<file path="src/rtl/iss_pkg.sv">
// Shared constants, codes and types of the indexed sequence store.
`default_nettype none
package iss_pkg;

  localparam int unsigned CAPACITY = 64;
  localparam int unsigned IDX_W    = $clog2(CAPACITY);
  localparam int unsigned CNT_W    = $clog2(CAPACITY + 1);
  localparam int unsigned POS_W    = 9;
  localparam int unsigned DATA_W   = 32;
  localparam int unsigned OP_W     = 3;
  localparam int unsigned STAT_W   = 2;
  // Wide enough for both a position magnitude and the entry count.
  localparam int unsigned CMP_W    = (CNT_W > POS_W - 1) ? CNT_W : POS_W - 1;

  localparam logic [OP_W-1:0] OP_READ       = 3'd0;
  localparam logic [OP_W-1:0] OP_INS_HEAD   = 3'd1;
  localparam logic [OP_W-1:0] OP_INS_TAIL   = 3'd2;
  localparam logic [OP_W-1:0] OP_INS_POS    = 3'd3;
  localparam logic [OP_W-1:0] OP_DELETE     = 3'd4;

  localparam logic [STAT_W-1:0] ST_DONE      = 2'd0;
  localparam logic [STAT_W-1:0] ST_OUT_RANGE = 2'd1;
  localparam logic [STAT_W-1:0] ST_FULL      = 2'd2;

  typedef logic [DATA_W-1:0] data_t;
  typedef logic [IDX_W-1:0]  idx_t;
  typedef logic [CNT_W-1:0]  cnt_t;

  // Broadcast to every cell of the row.
  typedef struct packed {
    logic  ins;
    logic  del;
    idx_t  where;
    data_t value;
    logic  rd_en;
    idx_t  rd_pos;
  } cell_ctrl_t;

  typedef struct packed {
    cell_ctrl_t        ctrl;
    logic              rd_miss;
    logic [STAT_W-1:0] status;
    cnt_t              count_d;
  } dec_t;

endpackage
`default_nettype wire

</file>
<file path="src/rtl/iss_decode.sv">
// Operation decode: range checks, insert/delete point and next entry count.
`default_nettype none
module iss_decode (
  input  wire logic                       go_i,
  input  wire logic [iss_pkg::OP_W-1:0]   opcode_i,
  input  wire logic [iss_pkg::POS_W-1:0]  position_i,
  input  wire logic [iss_pkg::DATA_W-1:0] value_i,
  input  wire logic [iss_pkg::CNT_W-1:0]  count_i,
  output iss_pkg::dec_t                   dec_o
);
  import iss_pkg::*;

  logic             pos_neg;
  logic [CMP_W-1:0] pos_u;
  logic [CMP_W-1:0] cnt_ext;
  logic [CMP_W-1:0] clamped;
  logic             in_range;
  logic             full;

  assign pos_neg  = position_i[POS_W-1];
  assign pos_u    = CMP_W'(position_i[POS_W-2:0]);
  assign cnt_ext  = CMP_W'(count_i);
  assign in_range = !pos_neg && (pos_u < cnt_ext);
  assign full     = (count_i == CNT_W'(CAPACITY));
  assign clamped  = pos_neg ? '0 : pos_u;

  always_comb begin
    dec_o              = '0;
    dec_o.ctrl.value   = value_i;
    dec_o.ctrl.rd_pos  = IDX_W'(pos_u);
    dec_o.count_d      = count_i;
    dec_o.status       = ST_DONE;
    unique case (opcode_i)
      OP_READ: begin
        if (in_range) begin
          dec_o.ctrl.rd_en = 1'b1;
        end else begin
          dec_o.rd_miss = 1'b1;
          dec_o.status  = ST_OUT_RANGE;
        end
      end
      OP_INS_HEAD, OP_INS_TAIL: begin
        if (full) begin
          dec_o.status = ST_FULL;
        end else begin
          dec_o.ctrl.ins   = go_i;
          dec_o.ctrl.where = (opcode_i == OP_INS_HEAD) ? '0 : IDX_W'(count_i);
          dec_o.count_d    = count_i + CNT_W'(1);
        end
      end
      OP_INS_POS: begin
        if (clamped > cnt_ext) begin
          dec_o.status = ST_OUT_RANGE;
        end else if (full) begin
          dec_o.status = ST_FULL;
        end else begin
          dec_o.ctrl.ins   = go_i;
          dec_o.ctrl.where = IDX_W'(clamped);
          dec_o.count_d    = count_i + CNT_W'(1);
        end
      end
      OP_DELETE: begin
        if (in_range) begin
          dec_o.ctrl.del   = go_i;
          dec_o.ctrl.where = IDX_W'(pos_u);
          dec_o.count_d    = count_i - CNT_W'(1);
        end else begin
          dec_o.status = ST_OUT_RANGE;
        end
      end
      default: begin
        dec_o.status = ST_OUT_RANGE;
      end
    endcase
  end

endmodule
`default_nettype wire

</file>
<file path="config.mk">
export PLATFORM = sky130hd
export DESIGN_NAME = iss_decode
export DESIGN_NICKNAME = d
export VERILOG_FILES = /design/src/rtl/iss_pkg.sv /design/src/rtl/iss_decode.sv
export SDC_FILE = /design/constraint.sdc
export NUM_CORES = 1
export LEC_CHECK = 0
export ABC_CLOCK_PERIOD_IN_PS = 5000
export BUFFER_PORTS_ARGS = -buffer_cell sky130_fd_sc_hd__buf_2
export CAP_MARGIN = 10
export CORE_MARGIN = 2
export CORE_UTILIZATION = 30
export DETAILED_ROUTE_END_ITERATION = 8
export PLACE_DENSITY = 0.67
export SYNTH_ARGS = -nofsm -noshare
export SYNTH_HDL_FRONTEND = slang
export SYNTH_SLANG_ARGS = --single-unit
</file>
<file path="constraint.sdc">
create_clock -name vclk -period 5
set_input_delay 0.5 -clock vclk [all_inputs]
set_output_delay 0.5 -clock vclk [all_outputs]
set_load 0.03 [all_outputs]
</file>
==> impl_results.md <==
* Final net count at 235
* HP Start: value_i[16]
* Pwr Density at 96.6 mW/mm2
* RSZ-0062 raised after global routing: no
* Die area at about 0.0046 mm2
* Sequential fraction of design power at 0%
* Seq/Total Area, Yosys at 0%
* Hold buffer count at CTS at 0
* Proportion of layout cells with a drive suffix above 1 at 33.7%
* Post-synthesis area per instance at 7.48 um2
* First-pass GRT wire length at 4600 um
* Slew Limit Headroom at 44.2%
* CP endpoint kind: output pin
* Final setup fails at 0
* Gr ovfl total at 0
* Cell area after technology mapping at 0.00122 mm2
* Area post-placement at between 0.001 and 0.0015 mm2
* Fillers at 434
* Largest net degree at the start of global routing at 11
* Required @ worst endpoint at 4.50 ns
* Cell Int Power at 42.3 uW
* Most frequent CP cell: buf_2
* # diodes at 0
* Switching share of power at 63.7%
* GPL Wtd Cong at between 0.9 and 1
* Max Slew Vio Count at 0
* Sequential Area at 0 um2
* Hold-critical path depth at 0
* Clock Buffer Count at 0
* Maxcap violations at 0
* Switching Power at 74.2 uW
* Worst setup SP type: input port
* Fin area at 0.00121 mm2
* Status: completed
* WP depth at 9
* Antenna viol nets, final at 0
* Final worst-path cycle share at 65.0%
* Core Area at 0.00394 mm2
* Postcts setup bufs at 0
* Final WL at slightly below 3000 um
* Hold slack at 1.00 ns
* Worst path max stage delay at 0.42 ns
* Vias at 1154
* CP max-delay cell: a221oi_4
* Clk network pwr share at 0%
* I/O pins at roughly 110
* Syn Nets at 230
* Cells along the critical path: buf_2 -> and2b_1 -> ha_1 -> a21o_1 -> a211o_1 -> a221oi_4 -> o22ai_2 -> a221o_1 -> buf_2
* Combinational share of power at 100.0%
* Final min period at ~3.3 ns
* LEAKAGE at 0.000614 uW
* DIE WIDTH at ~68 um
* Seq cells at 0
* Starting Density at 30.9%
* Arrival time of the worst setup path at between 2 and 3 ns
* # DRC at 0
* Vias in the first global route at 1000
* DR WL/cell at roughly 14 um
* Buf+Inv Stages, Crit Path at 2
* Via-per-instance ratio at 5.34
* Area Growth Syn to Fin at -1.03%
* Tightest Hold Check Type: input port to output pin
* Hold Vio Cnt, Final at 0
* Max Clock Freq at 308 MHz
* CP Class: input port to output pin
* Setup TNS at 0 ns
* All-layer global routing usage at about 12%
* Synth warnings at 0
* Initial drt markers at 59
* # port buffers at between 40 and 50
* Worst Tran Pin Value at 0.831 ns
* Hold Crit Endpoint: dec_o[33]
* Post-CTS Resized at 0
* # rows at 23
* Die H at 67.7 um
* Cells after synthesis at between 150 and 200
* Multi-input gate area at 881 um2
* Initial antenna violation count at 0
* Delay-heaviest family, CP: compound AO/OA/AOI/OAI gates
* VDD IR max at 19.9 uV
* Unique masters post-synth at 48
* Crit path max fanout at 10
* DR pass1 iterations at 4
* DP Wirelength at 2520 um
==> cell usage after synthesis, types with 4 or more instances <==
master,instances,area share [%]
nor2b_1,4,2.1
a22o_1,4,2.9
nand2_1,4,1.2
ha_1,15,15
buf_4,38,23
and2b_1,5,3.1
nor2_1,11,3.4
inv_1,10,3.1
a21oi_1,5,2.1
nand3_1,5,2.1
nor3_1,4,1.6
==> worst max path at each step <==
stage,slack (ns),from,endpoint
after global placement,1.72,position_i[8],dec_o[1]
after floorplan,1.77,count_i[4],dec_o[4]
after global routing,1.59,position_i[8],dec_o[5]
after detailed placement,1.73,position_i[8],dec_o[1]
after CTS,1.72,position_i[8],dec_o[1]
final,1.75,position_i[8],dec_o[1]
==> layer usage <==
layer	vias up	part of all wire, %	wire, um	GRT usage [%]
met4	0	0.27	8	1.28
met3	4	9.8	291	1.67
li1	566	-	-	-
met1	531	42	1230	16.8
met5	-	0	0	0
met2	53	48	1420	21.6
==> power by group through the flow <==
stage | Sequential [uW] | Combinational [uW] | Clock, uW
detailed placement | 0 | 117 | 0
global route | 0 | 129 | 0
finish | 0 | 116 | 0
floorplan | 0 | 132 | 0
CTS | 0 | 118 | 0
global placement | 0 | 117 | 0
==> layout by cell type, fill, tap and decap left out, types with 3 or more instances in the layout <==
cell     count
a21o_1       3
nor2b_1      4
nand3_1      5
and3_1       3
nor3_1       4
buf_2       45
and2b_1      5
nand2_1      4
ha_1        15
inv_1       10
o21ai_1      3
a21oi_1      5
nor2_1      11
a22o_1       4
a211o_1      3
==> stage by stage <==
stage | power, uW | setup WS [ns] | util [%] | instances
floorplan | 132 | 1.77 | - | 163
global placement | 117 | 1.72 | 30.6 | 216
detailed placement | 117 | 1.73 | 30.6 | 216
CTS | 118 | 1.72 | 30.6 | 216
global route | 129 | 1.59 | 30.6 | 216
finish | 116 | 1.75 | 30.6 | 216
==> logic make-up (layout without fill, tap and decap cells) <==
kind of cell | Yosys count | count (layout) | synth area share (%)
and+or+nand+nor | 52 | 52 | 24.6
AOI/OAI and AO/OA | 42 | 42 | 30.8
xor gates and xnor gates | 2 | 2 | 1.44
buffers and inverters | 52 | 55 | 27.7
adders and majority gates | 15 | 15 | 15.4
==> final cells by class <==
cell class                      instances  area share, %
Inverter                               10           3.11
Multi-Input combinational cell        111           73.0
Tap cell                               50           5.19
Timing Repair Buffer                   45           18.7
Power figures use the tool's default switching activity.
