==> src/rtl/iss_pkg.sv <==
// Shared constants, codes and types of the indexed sequence store.
`default_nettype none
package iss_pkg;

  localparam int unsigned CAPACITY = 64;
  localparam int unsigned IDX_W    = $clog2(CAPACITY);
  localparam int unsigned CNT_W    = $clog2(CAPACITY + 1);
  localparam int unsigned POS_W    = 9;
  localparam int unsigned DATA_W   = 32;
  localparam int unsigned OP_W     = 3;
  localparam int unsigned STAT_W   = 2;
  // Wide enough for both a position magnitude and the entry count.
  localparam int unsigned CMP_W    = (CNT_W > POS_W - 1) ? CNT_W : POS_W - 1;

  localparam logic [OP_W-1:0] OP_READ       = 3'd0;
  localparam logic [OP_W-1:0] OP_INS_HEAD   = 3'd1;
  localparam logic [OP_W-1:0] OP_INS_TAIL   = 3'd2;
  localparam logic [OP_W-1:0] OP_INS_POS    = 3'd3;
  localparam logic [OP_W-1:0] OP_DELETE     = 3'd4;

  localparam logic [STAT_W-1:0] ST_DONE      = 2'd0;
  localparam logic [STAT_W-1:0] ST_OUT_RANGE = 2'd1;
  localparam logic [STAT_W-1:0] ST_FULL      = 2'd2;

  typedef logic [DATA_W-1:0] data_t;
  typedef logic [IDX_W-1:0]  idx_t;
  typedef logic [CNT_W-1:0]  cnt_t;

  // Broadcast to every cell of the row.
  typedef struct packed {
    logic  ins;
    logic  del;
    idx_t  where;
    data_t value;
    logic  rd_en;
    idx_t  rd_pos;
  } cell_ctrl_t;

  typedef struct packed {
    cell_ctrl_t        ctrl;
    logic              rd_miss;
    logic [STAT_W-1:0] status;
    cnt_t              count_d;
  } dec_t;

endpackage
`default_nettype wire

==> src/rtl/iss_cell.sv <==
// One storage cell of the row: holds an entry and shifts with its neighbors.
`default_nettype none
module iss_cell (
  input  wire logic                       clk_i,
  input  wire iss_pkg::cell_ctrl_t        ctrl_i,
  input  wire logic [iss_pkg::IDX_W-1:0]  idx_i,
  input  wire logic [iss_pkg::DATA_W-1:0] lower_i,
  input  wire logic [iss_pkg::DATA_W-1:0] upper_i,
  output logic [iss_pkg::DATA_W-1:0]      entry_o,
  output logic [iss_pkg::DATA_W-1:0]      rd_o
);
  import iss_pkg::*;

  data_t entry_q;
  data_t entry_d;

  always_comb begin
    entry_d = entry_q;
    priority if (ctrl_i.ins && (idx_i > ctrl_i.where)) begin
      entry_d = lower_i;
    end else if (ctrl_i.ins && (idx_i == ctrl_i.where)) begin
      entry_d = ctrl_i.value;
    end else if (ctrl_i.del && (idx_i >= ctrl_i.where)) begin
      entry_d = upper_i;
    end else begin
      entry_d = entry_q;
    end
  end

  always_ff @(posedge clk_i) begin
    entry_q <= entry_d;
  end

  assign entry_o = entry_q;
  // Drive the shared read bus only when addressed.
  assign rd_o = (ctrl_i.rd_en && (idx_i == ctrl_i.rd_pos)) ? entry_q : '0;

endmodule
`default_nettype wire

==> config.mk <==
export PLATFORM = sky130hd
export DESIGN_NAME = iss_cell
export DESIGN_NICKNAME = d
export VERILOG_FILES = /design/src/rtl/iss_pkg.sv /design/src/rtl/iss_cell.sv
export SDC_FILE = /design/constraint.sdc
export NUM_CORES = 1
export LEC_CHECK = 0
export ABC_AREA = 1
export BUFFER_PORTS_ARGS = -buffer_cell sky130_fd_sc_hd__buf_2
export CAP_MARGIN = 20
export CORE_MARGIN = 8
export CORE_UTILIZATION = 38
export DETAILED_ROUTE_END_ITERATION = 10
export PLACE_DENSITY_LB_ADDON = 0.08
export SYNTH_ARGS = -nofsm -noshare
export SYNTH_HDL_FRONTEND = slang
export SYNTH_SLANG_ARGS = --single-unit
==> constraint.sdc <==
create_clock -name clk_i -period 2.24 [get_ports clk_i]
set_input_delay 0.224 -clock clk_i [delete_from_list [all_inputs] [get_ports clk_i]]
set_output_delay 0.224 -clock clk_i [all_outputs]
set_load 0.02 [all_outputs]
==> impl_results.md, run 1 <==
- TritonCTS buffer count: 5
- Crit path time final: 1744 ps
- Main synth FF type: edfxtp_1
- Chip width: 97.66 µm
- Final-report hold violation count: 0
- # resized after CTS: 0
- PD cells: 536.7 nW/µm²
- WHS: 240.8 ps
- Share of cells above drive strength 1: 0.3787
- # diodes: 0
- CTS clk-pin slew, worst paths: 70 ps
- Mapped Area: 2534 µm²
- Number of synthesized flops with an enable pin: 32
- Final wirelength: 9003 µm
- Max reg flops: 32
- Largest net degree at the start of global routing: 33
- Register area: 960.9 µm²
- Detailed Place HPWL: 7295 µm
- Total I/O pin count: 182
- Sequential power share: 0.437
- Hold EP: entry_o[9]
- Cells after synthesis: 371
- Drt drc: 0
- Starting DRC count in detailed routing: 171
- Fmax: 573.3 MHz
- Sequential area share after synthesis: 0.3793
- Hold path startpoint: lower_i[9]
- Initial antenna violation count: 1
- CP Launch Type: primary input
- Ys async rst share: 0
- H-tree depth: 2
- Footprint of the multi-input gates: 1241 µm²
- Row cnt: 29
- Peak supply drop: 0.0003436 V
- Placed cell area: 3507 µm²
- CP endpoint kind: register
- First-pass GRT wire length: 14670 µm
- Starting Density: 0.3967
- Sw frac: 0.3571
- Vias in the first global route: 3103
- Syn Nets: 495
- HP Class: primary input to register
- Hold Buf Count CTS: 0
- Slew Limit Fails: 0
- Total clock sinks: 32
- Leakage: 0.002203 µW
- Placed cells: 616
- Die area: 9537 µm²
- Worst EP arrival: 1780 ps
- Post-route insts no fill: 621
- Logic gate share of total power: 0.354
- Clock network power share: 0.208
- Final setup fails: 0
- CTS tree: built
- Worst Tran Pin Value: 376.6 ps
- Synth Warn #: 0
- Mean area per synthesized cell: 6.829 µm²
- Via count: 2950
- Root buffer cell: clkbuf_8
- Tot GR Track Use: 0.1853
- Critical Path RT: 2270 ps
- P_int: 1234 µW
- Crit Path Class: primary input to register
- RSZ-0062 raised after global routing: false
- Final net count: 670
- Maxcap violations: 0
- Slew headroom: 0.7483
- Via/cell ratio: 4.750
- Worst-path maximum fanout: 20
- Post-route cell area: 3576 µm²
- Total Power: 1919 µW
- Area added between synthesis and finish: 41.14%
- Library cells used by synthesis: 25
- Post-CTS Setup Inserts: 0
- CTS Buffer Depth: 2
- Wire per inst: 14.50 µm
- Post-route ant nets: 0
- Worst Setup SP: ctrl_i[42]
- Outcome: finished, final reports clean
- Core area: 6386 µm²
- Switch Pwr: 685.2 µW
- Tcrit/Tclk final: 0.7787
- Cell depth of the worst hold path: 3
- Placer Congestion: 0.8142
- Yosys reg bits: 32
- Iteration count of the initial detailed-routing pass: 4
- Die Height: 97.66 µm
- Remaining Overflow, GRT: 0
- Port Buffers: 181
- Filler Cells Inserted: 626
- Setup TNS: 0 ps
==> critical path, stage by stage <==
cell and delay, ps:
buf_2 70, inv_1 30, ha_1 290, nand2_1 140
nor2_8 240, nand3_2 280, buf_12 250, nand2_1 70
nand2_1 50, nand2_1 60, nand2_1 60
==> synthesized netlist by cell type (2+ instances only) <==
cell        n  area, µm²
ha_1        6      75.07
inv_1      49      183.9
nand3_1    33      165.2
buf_4       3      22.52
edfxtp_1   32      960.9
nand2_1   144      540.5
buf_1       3      11.26
nand4_1    33      206.5
nor2_1     35      131.4
buf_2      13      65.06
buf_6       3      33.78
clkbuf_1    3      11.26
nand3_2     2      20.02
==> cell usage in the layout, fill, tap and decap left out, types with 2 or more instances in the layout <==
master | netlist | layout
buf_2 | 13 | 181
nand2_1 | 144 | 144
inv_1 | 49 | 49
nor2_1 | 35 | 35
nand4_1 | 33 | 33
nand3_1 | 33 | 33
edfxtp_1 | 32 | 32
buf_4 | 3 | 10
ha_1 | 6 | 6
clkbuf_8 | 0 | 5
nand3_2 | 2 | 2
buf_12 | 0 | 2
==> stage by stage <==
| stage | util | setup slack [ps] |
|---|---|---|
| 6_report | 0.5600 | 495.6 |
| 5_1_grt | 0.5600 | 322.0 |
| 4_1_cts | 0.5600 | 493.5 |
| 3_5_place_dp | 0.5492 | 191.3 |
| 3_3_place_gp | 0.5492 | 235.2 |
| 2_1_floorplan | - | 129.5 |
==> cells by family (layout without fill, tap and decap cells) <==
kind of cell,count (synthesis),count (layout),synth area share
DFF,32,32,0.3793
adders and majority gates,6,6,0.02963
buffers and inverters,75,248,0.1309
xor gates and xnor gates,1,1,0.003457
AOI/OAI and AO/OA,5,5,0.01778
and+or+nand+nor,252,252,0.4390
==> metal layers <==
layer,vias up,track usage,wire length (µm)
met2,130,0.3228,4456
met1,1276,0.2072,3576
met5,-,0,13
li1,1532,-,-
met4,2,0.04779,105
met3,10,0.06757,852
==> final cells by class <==
class | instances | share of cell area
well taps | 77 | 0.02694
repair buffers | 193 | 0.2855
multi-input cells | 264 | 0.3471
clock buffers | 5 | 0.01924
flip-flops and latches | 32 | 0.2687
inverters | 50 | 0.05248
==> power by group through the flow <==
stage	combinational (µW)	clock [µW]	sequential, µW
2_1_floorplan	285	0	976
3_5_place_dp	685	0	853
6_report	680	400	839
4_1_cts	687	408	842
3_3_place_gp	679	0	847
5_1_grt	755	432	855
==> how the worst max path moves through the flow <==
stage	endpoint	depth (start not counted)	slack, ps
after floorplan	entry_o[0]	8	130
after global placement	entry_o[30]	10	240
after detailed placement	entry_o[15]	11	190
after CTS	entry_o[25]	11	490
after global routing	entry_o[22]	10	320
final	entry_o[22]	11	500
(Power assumes the default switching activity.)
==> inputs of run 2 (changes only) <==
==> constraint.sdc (replaced) <==
create_clock -name clk_i -period 1.5 [get_ports clk_i]
set_input_delay 0.15 -clock clk_i [delete_from_list [all_inputs] [get_ports clk_i]]
set_output_delay 0.15 -clock clk_i [all_outputs]
set_load 0.02 [all_outputs]
==> impl_results.md, run 2 (synthesis results as in run 1) <==
- Outcome: finished, final reports clean
- Via/cell ratio: 4.787 (+0.77%)
- Via count: 3035 (+2.9%)
- Worst EP arrival: 1290 ps (-490 ps)
- Area added between synthesis and finish: 51.06%
- Worst Tran Pin Value: 337.1 ps (-39.55 ps)
- Remaining Overflow, GRT: 0 (unchanged)
- Final wirelength: 8842 µm (-1.8%)
- # diodes: 0 (unchanged)
- Placed cells: 626 (+1.6%)
- H-tree depth: 2 (unchanged)
- Starting DRC count in detailed routing: 128 (-25%)
- Total clock sinks: 32 (unchanged)
- CP Launch Type: primary input
- Detailed Place HPWL: 7211 µm (-1.2%)
- Most frequent cells in the layout: buf_2, nand2_1, inv_1
- Port Buffers: 181 (unchanged)
- Post-route ant nets: 0 (unchanged)
- HP Class: primary input to register
- Crit path time final: 1436 ps
- RSZ-0062 raised after global routing: true
- Peak supply drop: 0.001027 V (+200%)
- Register area: 960.9 µm² (unchanged)
- Die Height: 97.66 µm (unchanged)
- Starting Density: 0.3967 (unchanged)
- Filler Cells Inserted: 637 (+1.8%)
- Critical path cell sequence: buf_2, inv_1, buf_4, or2_2, nand3_1, nor2_2, nand2_2, buf_6, nor2_1, buf_2
- Share of cells above drive strength 1: 0.4273 (+0.04861)
- Hold Buf Count CTS: 0 (unchanged)
- Slowest-stage cell, CP: or2_2
- Post-CTS Setup Inserts: 0 (unchanged)
- Total Power: 3168 µW (+65%)
- TritonCTS buffer count: 5 (unchanged)
- Wire per inst: 13.95 µm (-3.8%)
- Root buffer cell: clkbuf_8
- Worst Setup SP: idx_i[0]
- Placer Congestion: 0.8333 (+2.3%)
- Tot GR Track Use: 0.1758 (-0.009534)
- Initial antenna violation count: 0 (-1)
- Final-report hold violation count: 0 (unchanged)
- Largest stage delay on the critical path: 260 ps (-30 ps)
- Tcrit/Tclk final: 0.9573
- Footprint of the multi-input gates: 1349 µm² (+8.7%)
- First-pass GRT wire length: 14000 µm (-4.6%)
- Worst-path maximum fanout: 19 (-5.0%)
- CTS tree: built
- Critical Path RT: 1350 ps (-920 ps)
- Maxcap violations: 0 (unchanged)
- CP dominant cell by count: buf_2
- Row cnt: 29 (unchanged)
- Final setup fails: 0 (unchanged)
- Leakage: 0.002269 µW (+3.0%)
- Hold path startpoint: lower_i[23]
- Vias in the first global route: 3013 (-2.9%)
- Slew Limit Fails: 0 (unchanged)
- Die area: 9537 µm² (unchanged)
- Crit Path Class: primary input to output port
- Max reg flops: 32 (unchanged)
- Drt drc: 0 (unchanged)
- Core area: 6386 µm² (unchanged)
- Final net count: 680 (+1.5%)
- Total I/O pin count: 182 (unchanged)
- Largest net degree at the start of global routing: 33 (unchanged)
- Iteration count of the initial detailed-routing pass: 5 (+1)
- CTS clk-pin slew, worst paths: 70 ps (about the same)
- PD cells: 827.7 nW/µm² (+54%)
- CP endpoint kind: output port
- Post-route insts no fill: 634 (+2.1%)
- Most common cell after layout, fill and taps aside: buf_2
- Chip width: 97.66 µm (unchanged)
- CTS Buffer Depth: 2 (unchanged)
- Fmax: 696.4 MHz
- # resized after CTS: 0 (unchanged)
- Slew headroom: 0.7751 (+0.02677)
==> run 2: layout make-up <==
type | count | share of cell area
Clock inverter | 3 | 0.01111
Tap cell | 77 | 0.02517
Inverter | 50 | 0.05067
Timing Repair Buffer | 203 | 0.2916
Multi-Input combinational cell | 264 | 0.3524
Clock buffer | 5 | 0.01798
Sequential cell | 32 | 0.2511
==> run 2: final timing paths <==
| check | end | slack (ps) | cells past startpoint |
|---|---|---|---|
| hold / removal | entry_o[23] | 170 | 3 |
| setup / recovery | rd_o[10] | 60 | 10 |
==> run 2: critical path, delay by kind of cell <==
kind	cells	cell delay, ps
and+or+nand+nor	5	540
buffers and inverters	5	580
==> run 2: layer usage <==
metal,global-route usage,share of wire,wire length [µm],vias to the layer above
met5,0,0,0,-
met4,0.04895,0.012,102,0
met3,0.05690,0.096,850,9
met2,0.3109,0.50,4409,148
met1,0.1957,0.39,3479,1321
li1,-,-,-,1557
==> run 2: through the flow <==
stage | worst slack, ps | hold WS, ps | TNS, ps | utilization | area [µm²]
finish | 64.06 | 166.8 | 0 | 0.5993 | 3827
floorplan | -232.2 | 366.7 | -7431 | - | 2643
CTS | -29.02 | 159.9 | -394.9 | 0.5954 | 3802
global route | -12.52 | 163.9 | -85.57 | 0.5993 | 3827
detailed placement | -195.4 | 457.5 | -11050 | 0.5780 | 3691
global placement | -158.9 | 451.3 | -9044 | 0.5780 | 3691
==> run 2: power breakdown <==
group / total (µW) / switching, µW / leakage, µW / internal (µW)
combinational: 1100 / 677 / 0.00191 / 421
clock: 815 / 324 / 0.0000541 / 491
sequential: 1250 / 76.3 / 0.000301 / 1180
